File: config.mk
export PLATFORM = sky130hd
export DESIGN_NAME = network_retry_planner_core
export DESIGN_NICKNAME = d
export VERILOG_FILES = /design/src/rtl/core/nrp_pkg.sv /design/src/rtl/core/network_retry_planner_core.sv
export SDC_FILE = /design/constraint.sdc
export NUM_CORES = 1
export LEC_CHECK = 0
export BUFFER_PORTS_ARGS = -buffer_cell sky130_fd_sc_hd__buf_2
export CORE_ASPECT_RATIO = 1.1
export CORE_UTILIZATION = 65
export CTS_CLUSTER_SIZE = 40
export DETAILED_ROUTE_END_ITERATION = 8
export GPL_TIMING_DRIVEN = 1
export PLACE_DENSITY = 0.87
export SYNTH_ARGS = -nofsm -noshare
export SYNTH_HDL_FRONTEND = slang
export SYNTH_SLANG_ARGS = --single-unit
File: constraint.sdc
create_clock -name clk_i -period 17.71 [get_ports clk_i]
set_input_delay 0.8855 -clock clk_i [delete_from_list [all_inputs] [get_ports clk_i]]
set_output_delay 0.8855 -clock clk_i [all_outputs]
set_load 0.03 [all_outputs]
File: src/rtl/core/nrp_pkg.sv
package nrp_pkg;

  // Command codes
  localparam logic [1:0] CMD_ASK     = 2'd0;
  localparam logic [1:0] CMD_FAIL    = 2'd1;
  localparam logic [1:0] CMD_SUCCESS = 2'd2;

  // Action codes
  localparam logic [1:0] ACT_TRY  = 2'd0;
  localparam logic [1:0] ACT_WAIT = 2'd1;
  localparam logic [1:0] ACT_DONE = 2'd2;
  localparam logic [1:0] ACT_ACK  = 2'd3;

  // Configuration register indexes
  localparam int unsigned CFG_IDX_W = 3;
  localparam logic [CFG_IDX_W-1:0] CFG_NETWORK_COUNT     = 3'd0;
  localparam logic [CFG_IDX_W-1:0] CFG_BOOT_BUDGET       = 3'd1;
  localparam logic [CFG_IDX_W-1:0] CFG_PER_ATTEMPT_LIMIT = 3'd2;
  localparam logic [CFG_IDX_W-1:0] CFG_RETRY_WAIT        = 3'd3;
  localparam logic [CFG_IDX_W-1:0] CFG_STAY_CONNECTED    = 3'd4;

  localparam int unsigned CFG_DATA_W = 31;
  localparam int unsigned TIME_W     = 48;
  localparam int unsigned COUNT_W    = 5;

  // Signed width that holds budget minus any difference of two timestamps
  localparam int unsigned LEFT_W = 50;
  localparam logic signed [LEFT_W-1:0] NO_CAP_MS = {{(LEFT_W-41){1'b0}}, 1'b1, 40'b0};
  localparam logic signed [LEFT_W-1:0] TMO_MIN   = {{(LEFT_W-31){1'b1}}, 31'b0};

  typedef struct packed {
    logic [1:0]        cmd;
    logic [TIME_W-1:0] now_time;
  } nrp_in_t;

  typedef struct packed {
    logic [1:0]         action;
    logic [COUNT_W-1:0] network_index;
    logic signed [31:0] attempt_timeout;
    logic               radio_on;
  } nrp_out_t;

endpackage

File: src/rtl/core/network_retry_planner_core.sv
// Each input transaction passes through the input register, then the result register,
// before its result transaction is offered.
// Throughput: one transaction per cycle while the result side is ready; the planner
// state update and the timeout compare/subtract path both fit between the two registers.
// Reset (async, active low): clears all configuration registers and planner state
// (first pass pending, no pass started, not synced, index 0) and empties both stages.
module network_retry_planner_core #(
  parameter int unsigned MAX_NETWORKS = 16
) (
  input  logic                               clk_i,
  input  logic                               rst_ni,
  input  logic                               cfg_we_i,
  input  logic [nrp_pkg::CFG_IDX_W-1:0]      cfg_idx_i,
  input  logic [nrp_pkg::CFG_DATA_W-1:0]     cfg_wdata_i,
  input  logic                               in_valid_i,
  output logic                               in_ready_o,
  input  nrp_pkg::nrp_in_t                   in_data_i,
  output logic                               out_valid_o,
  input  logic                               out_ready_i,
  output nrp_pkg::nrp_out_t                  out_data_o
);
  import nrp_pkg::*;

  localparam int unsigned IDX_W = $clog2(MAX_NETWORKS + 1);

  // Configuration
  logic [COUNT_W-1:0]    count_q;
  logic [CFG_DATA_W-1:0] budget_q;
  logic [CFG_DATA_W-1:0] limit_q;
  logic [CFG_DATA_W-1:0] retry_q;
  logic                  stay_q;

  // Planner state
  logic              synced_q, synced_d;
  logic [IDX_W-1:0]  idx_q, idx_d;
  logic              first_q, first_d;
  logic [TIME_W-1:0] start_q, start_d;
  logic              started_q, started_d;
  logic [TIME_W-1:0] end_q, end_d;
  logic              ended_q, ended_d;

  // Pipeline
  logic     s1_valid_q;
  nrp_in_t  s1_data_q;
  logic     out_valid_q;
  nrp_out_t out_data_q;
  logic     s1_adv;

  // Datapath
  logic [IDX_W-1:0]         size;
  logic signed [LEFT_W-1:0] now_s, budget_s, retry_s, start_diff, end_diff;
  logic signed [LEFT_W-1:0] left_started, left_ask, left_post, tmo_min;
  logic                     ask_done, wait_c, restart;
  logic [1:0]               act;
  logic [COUNT_W-1:0]       idx_out;
  logic                     radio;
  logic signed [31:0]       tmo;

  assign s1_adv     = s1_valid_q && (!out_valid_q || out_ready_i);
  assign in_ready_o = !s1_valid_q || s1_adv;
  assign out_valid_o = out_valid_q;
  assign out_data_o  = out_data_q;

  assign size = ({{(32-COUNT_W){1'b0}}, count_q} > 32'(MAX_NETWORKS)) ?
                IDX_W'(MAX_NETWORKS) : IDX_W'(count_q);

  assign now_s      = $signed({{(LEFT_W-TIME_W){1'b0}}, s1_data_q.now_time});
  assign budget_s   = $signed({{(LEFT_W-CFG_DATA_W){1'b0}}, budget_q});
  assign retry_s    = $signed({{(LEFT_W-CFG_DATA_W){1'b0}}, retry_q});
  assign start_diff = now_s - $signed({{(LEFT_W-TIME_W){1'b0}}, start_q});
  assign end_diff   = now_s - $signed({{(LEFT_W-TIME_W){1'b0}}, end_q});
  assign left_started = budget_s - start_diff;

  // A pass that starts on this ask has its whole budget left
  assign left_ask = !first_q ? NO_CAP_MS : (!started_q ? budget_s : left_started);
  assign ask_done = (idx_q >= size) || (left_ask <= $signed({LEFT_W{1'b0}}));
  assign wait_c   = ended_q ? (end_diff < retry_s) : (retry_q != '0);

  always_comb begin
    synced_d  = synced_q;
    idx_d     = idx_q;
    first_d   = first_q;
    start_d   = start_q;
    started_d = started_q;
    end_d     = end_q;
    ended_d   = ended_q;
    act       = ACT_ACK;
    idx_out   = '0;
    restart   = 1'b0;
    case (s1_data_q.cmd)
      CMD_ASK: begin
        if (synced_q || size == '0) begin
          act = ACT_DONE;
        end else begin
          if (!started_q) begin
            started_d = 1'b1;
            start_d   = s1_data_q.now_time;
          end
          if (!ask_done) begin
            act     = ACT_TRY;
            idx_out = COUNT_W'(idx_q);
          end else if (!stay_q) begin
            act = ACT_DONE;
          end else if (wait_c) begin
            act = ACT_WAIT;
            if (!ended_q) begin
              ended_d = 1'b1;
              end_d   = s1_data_q.now_time;
            end
          end else begin
            // open a new uncapped pass
            restart = 1'b1;
            idx_d   = '0;
            first_d = 1'b0;
            start_d = s1_data_q.now_time;
            ended_d = 1'b0;
            end_d   = '0;
            act     = ACT_TRY;
          end
        end
      end
      CMD_FAIL: begin
        if (idx_q < IDX_W'(MAX_NETWORKS)) begin
          idx_d = idx_q + IDX_W'(1);
        end
      end
      CMD_SUCCESS: begin
        synced_d = 1'b1;
      end
      default: begin
      end
    endcase
  end

  // Time left after the update
  assign left_post = (!first_q || restart) ? NO_CAP_MS :
                     (!started_q ? budget_s : left_started);

  always_comb begin
    tmo_min = (left_post < $signed({{(LEFT_W-CFG_DATA_W){1'b0}}, limit_q})) ?
              left_post : $signed({{(LEFT_W-CFG_DATA_W){1'b0}}, limit_q});
    if (tmo_min < TMO_MIN) begin
      tmo_min = TMO_MIN;
    end
    tmo = tmo_min[31:0];
  end

  always_comb begin
    if (size == '0) begin
      radio = 1'b0;
    end else if (stay_q) begin
      radio = 1'b1;
    end else if (synced_d) begin
      radio = 1'b0;
    end else if (!started_d) begin
      radio = 1'b1;
    end else begin
      radio = !((idx_d >= size) || (left_post <= $signed({LEFT_W{1'b0}})));
    end
  end

  always_ff @(posedge clk_i or negedge rst_ni) begin
    if (!rst_ni) begin
      count_q     <= '0;
      budget_q    <= '0;
      limit_q     <= '0;
      retry_q     <= '0;
      stay_q      <= 1'b0;
      synced_q    <= 1'b0;
      idx_q       <= '0;
      first_q     <= 1'b1;
      start_q     <= '0;
      started_q   <= 1'b0;
      end_q       <= '0;
      ended_q     <= 1'b0;
      s1_valid_q  <= 1'b0;
      out_valid_q <= 1'b0;
    end else begin
      if (cfg_we_i) begin
        case (cfg_idx_i)
          CFG_NETWORK_COUNT:     count_q  <= cfg_wdata_i[COUNT_W-1:0];
          CFG_BOOT_BUDGET:       budget_q <= cfg_wdata_i;
          CFG_PER_ATTEMPT_LIMIT: limit_q  <= cfg_wdata_i;
          CFG_RETRY_WAIT:        retry_q  <= cfg_wdata_i;
          CFG_STAY_CONNECTED:    stay_q   <= cfg_wdata_i[0];
          default: begin
          end
        endcase
      end
      if (s1_adv) begin
        synced_q  <= synced_d;
        idx_q     <= idx_d;
        first_q   <= first_d;
        start_q   <= start_d;
        started_q <= started_d;
        end_q     <= end_d;
        ended_q   <= ended_d;
      end
      if (in_valid_i && in_ready_o) begin
        s1_valid_q <= 1'b1;
      end else if (s1_adv) begin
        s1_valid_q <= 1'b0;
      end
      if (s1_adv) begin
        out_valid_q <= 1'b1;
      end else if (out_ready_i) begin
        out_valid_q <= 1'b0;
      end
    end
  end

  always_ff @(posedge clk_i) begin
    if (in_valid_i && in_ready_o) begin
      s1_data_q <= in_data_i;
    end
    if (s1_adv) begin
      out_data_q.action          <= act;
      out_data_q.network_index   <= idx_out;
      out_data_q.attempt_timeout <= tmo;
      out_data_q.radio_on        <= radio;
    end
  end

  a_try_radio: assert property (@(posedge clk_i) disable iff (!rst_ni)
    out_valid_o && out_data_o.action == ACT_TRY |-> out_data_o.radio_on)
    else $error("try action without radio");

  a_idx_zero: assert property (@(posedge clk_i) disable iff (!rst_ni)
    out_valid_o && out_data_o.action != ACT_TRY |-> out_data_o.network_index == '0)
    else $error("network index set on non-try action");

  a_idx_range: assert property (@(posedge clk_i) disable iff (!rst_ni)
    idx_q <= IDX_W'(MAX_NETWORKS))
    else $error("network index beyond list limit");

  a_first_pass_once: assert property (@(posedge clk_i) disable iff (!rst_ni)
    !first_q |=> !first_q)
    else $error("first pass re-entered");

endmodule

==> impl_metrics.ini <==
[cts]
cts_setup_buffers = 0
h-tree-depth = 2
numCtsBuffers = 36
cts_buffer_depth = 3
clkTransAtPathRegs_ns = 0.06
cts_resized = 0
cts.sinks = 296
insertion_delay_ns = 0.56
hold_buffers = 0
clock-root-buffer = clkbuf_16
cts_tree = yes

[placement]
dp_hpwl_um = 51200
dp_cells = 3216
placed_area_um2 = 24400
placement.io_buffers = 130
pre_cts_ws_ns = 5.09
place_congestion = 0.974

[finish]
area_growth_pct = 8.43
seqCellArea_um2 = 7860
diodes = 0
fin_cells = 3282
fin_util_pct = 72.0
multi_input_area_um2 = 14200
postLayoutCellArea_um2 = 25500
layout-drive-gt1-share_pct = 12.0
final_nets = 3064
n_fill_cell = 2748

[timing]
worstMarginPinSlew_ns = 1.20
rsz0062_at_grt = no
fin_ws_ns = 4.75
period_minus_slack_ns = 12.96
hold_ws_ns = 0.333
finalSetupTns_ns = 0
setup_viol = 0
fmax_mhz = 77.2
slew_headroom_pct = 19.7
clock_skew_ns = 0.0234
slew_viol_final = 0
min_period_over_period_pct = 73.2
hold_viol = 0

[logic_synthesis]
synth_cells = 2745
synth-main-ff-cell = dfrtp_1
post-synth-top-area-fraction_pct = 21.8
ys_ff_latch = 296
avgSynthCellArea_um2 = 8.57
synth_edf_count = 90
async_flop_share_pct = 69.6
synth_warnings = 0
ys_top_cells_by_area = dfrtp_1, edfxtp_1, ha_1
syn_area_um2 = 23500
ys_seq_area_share_pct = 33.4
syn_nets = 3036
ys_types = 91
synth_top_area_cell = dfrtp_1

[power]
total_power_mw = 2.56
p_leak_nw = 12.0
powerDensity_nw_per_um2 = 100
ir_worst_vdd_mv = 0.0913

[die]
die_w_um = 183
die_area_um2 = 36900
row_count = 72
initial_core_util_pct = 66.4
die_y_um = 201
coreArea_um2 = 35400
ios = 131

[setup_path]
setup.worst_path.start_class = flop
crit_buf_inv = 2
r2r_start = now_s[1]$_DFFE_PP_
cp_common_cell = a21oi_1
end_kind = flop
cp_max_fo = 33
cp.depth = 47
crit_path_start = now_s[1]$_DFFE_PP_
critPathRequiredTime_ns = 18.11
r2r_cells = 47
crit_type = flop to flop
cp_slowest_cell = nor2_2
worstPathArrival_ns = 13.36
rrSetupSlack_ns = 4.75
critPathTopFamily = compound AO/OA/AOI/OAI gates
max_stage_delay_ns = 1.10
r2r_end = out_data_o[21]$_SDFFCE_PP0P_

[routing]
dr.pass1.iters = 6
route.detailed.drc = 0
wl_per_cell_um = 21.1
drtAntennaViolNets = 0
vias = 21598
routed_via_density = 6.58
drt_iter0_drc = 2003
wirelength_um = 69100

[global_routing]
grt_pass1_wl_um = 109000
antenna_found_initial = 0
overflow = 0
grt_max_degree = 96
grt_usage_pct = 37.3
grt_pass1_vias = 20673

[hold_path]
hold_class = input pin to async pin

[job]
maxCapViolCount = 0

[run_status]
outcome = finished clean
## cells in the mapped netlist (all sizes together) (13+ instances only)
cell,instances
dfrtp,205
xnor2,61
ha,199
o21ai,153
and2,13
and3,63
nand2b,33
a211oi,18
nand4,110
nor2b,33
clkbuf,132
nand3,99
nor4,19
nand2,241
buf,29
o21a,28
mux2,85
or2,15
a21oi,264
nor2,136
nor3,37
mux2i,55
xor2,48
o211ai,93
a31oi,23
o21bai,24
edfxtp,90
inv,218
a21o,88
## final cells by class
cell class	instances	share of cell area, %
Sequential cell	296	30.8
Timing Repair Buffer	151	3.20
Tap cell	481	2.36
Clock inverter	19	0.486
Clock buffer	47	4.02
Inverter	219	3.22
Multi-Input combinational cell	2069	55.9
## state kept, by name, summed over array words and instances (netlist names), 2 cells and up
| register | count |
|---|---|
| out_data_o | 40 |
| retry_q | 31 |
| limit_q | 31 |
| idx_q | 5 |
| start_q | 48 |
| count_q | 5 |
| now_s | 48 |
| s1_data_q | 2 |
| end_q | 48 |
| budget_q | 31 |
## kinds of logic (layout without fill, tap and decap cells)
group	Yosys count	after routing	synth area share [%]
simple gates	837	837	17.9
compound gates	781	781	21.1
buf+inv	380	436	6.18
flops	296	296	33.4
fa+ha+maj	202	202	10.8
mux	140	140	6.41
xor+xnor	109	109	4.09
## worst reg2reg max path: cells and delay by family, from the launching register on
| family | cells | cell delay, ns |
|---|---|---|
| AO/OA/AOI/OAI | 25 | 6.20 |
| AND/OR/NAND/NOR | 14 | 3.38 |
| buffers and inverters | 2 | 0.50 |
| flip-flops | 1 | 0.51 |
| multiplexers | 1 | 0.28 |
| XOR/XNOR | 1 | 0.08 |
| adder cells (fa/ha/maj) | 4 | 1.87 |
## how the worst max path moves through the flow
stage,to,slack (ns)
global placement,out_data_o[2]$_SDFFCE_PP0P_,5.39
global route,out_data_o[2]$_SDFFCE_PP0P_,3.93
CTS,out_data_o[21]$_SDFFCE_PP0P_,5.00
finish,out_data_o[21]$_SDFFCE_PP0P_,4.75
detailed placement,out_data_o[16]$_SDFFCE_PP0P_,5.09
floorplan,out_data_o[10]$_SDFFCE_PP0P_,8.05
## power by group
group	switching [mW]	total, mW	internal [mW]
clock network	0.311	0.723	0.413
logic	0.604	0.966	0.361
registers	0.0771	0.870	0.793
## metal layers
metal / global-route usage, % / vias up / part of all wire [%]
met5: 0 / - / 0
met4: 14.1 / 0 / 3.4
met3: 6.39 / 131 / 9.9
met2: 58.0 / 1099 / 45
met1: 52.0 / 10345 / 42
li1: - / 10023 / -
## placed cells by master, fill, tap and decap left out, drive strengths merged, types with 10 or more instances in the layout
| cell type | count |
|---|---|
| nand4 | 110 |
| nand2b | 33 |
| nor2b | 33 |
| edfxtp | 90 |
| dfrtp | 205 |
| and3 | 63 |
| xor2 | 48 |
| xnor2 | 61 |
| nand3 | 99 |
| o21a | 28 |
| or3 | 10 |
| nor2 | 136 |
| o21ai | 153 |
| a21oi | 264 |
| ha | 199 |
| or2 | 15 |
| nand2 | 241 |
| o21bai | 24 |
| a21o | 88 |
| mux2i | 55 |
| mux2 | 85 |
| clkinv | 13 |
| clkbuf | 48 |
| o211ai | 93 |
| and2 | 13 |
| a21boi | 11 |
| a211oi | 18 |
| nor4 | 19 |
| inv | 222 |
| nor3 | 37 |
| a31oi | 23 |
| buf | 150 |
Power figures use the tool's default switching activity.
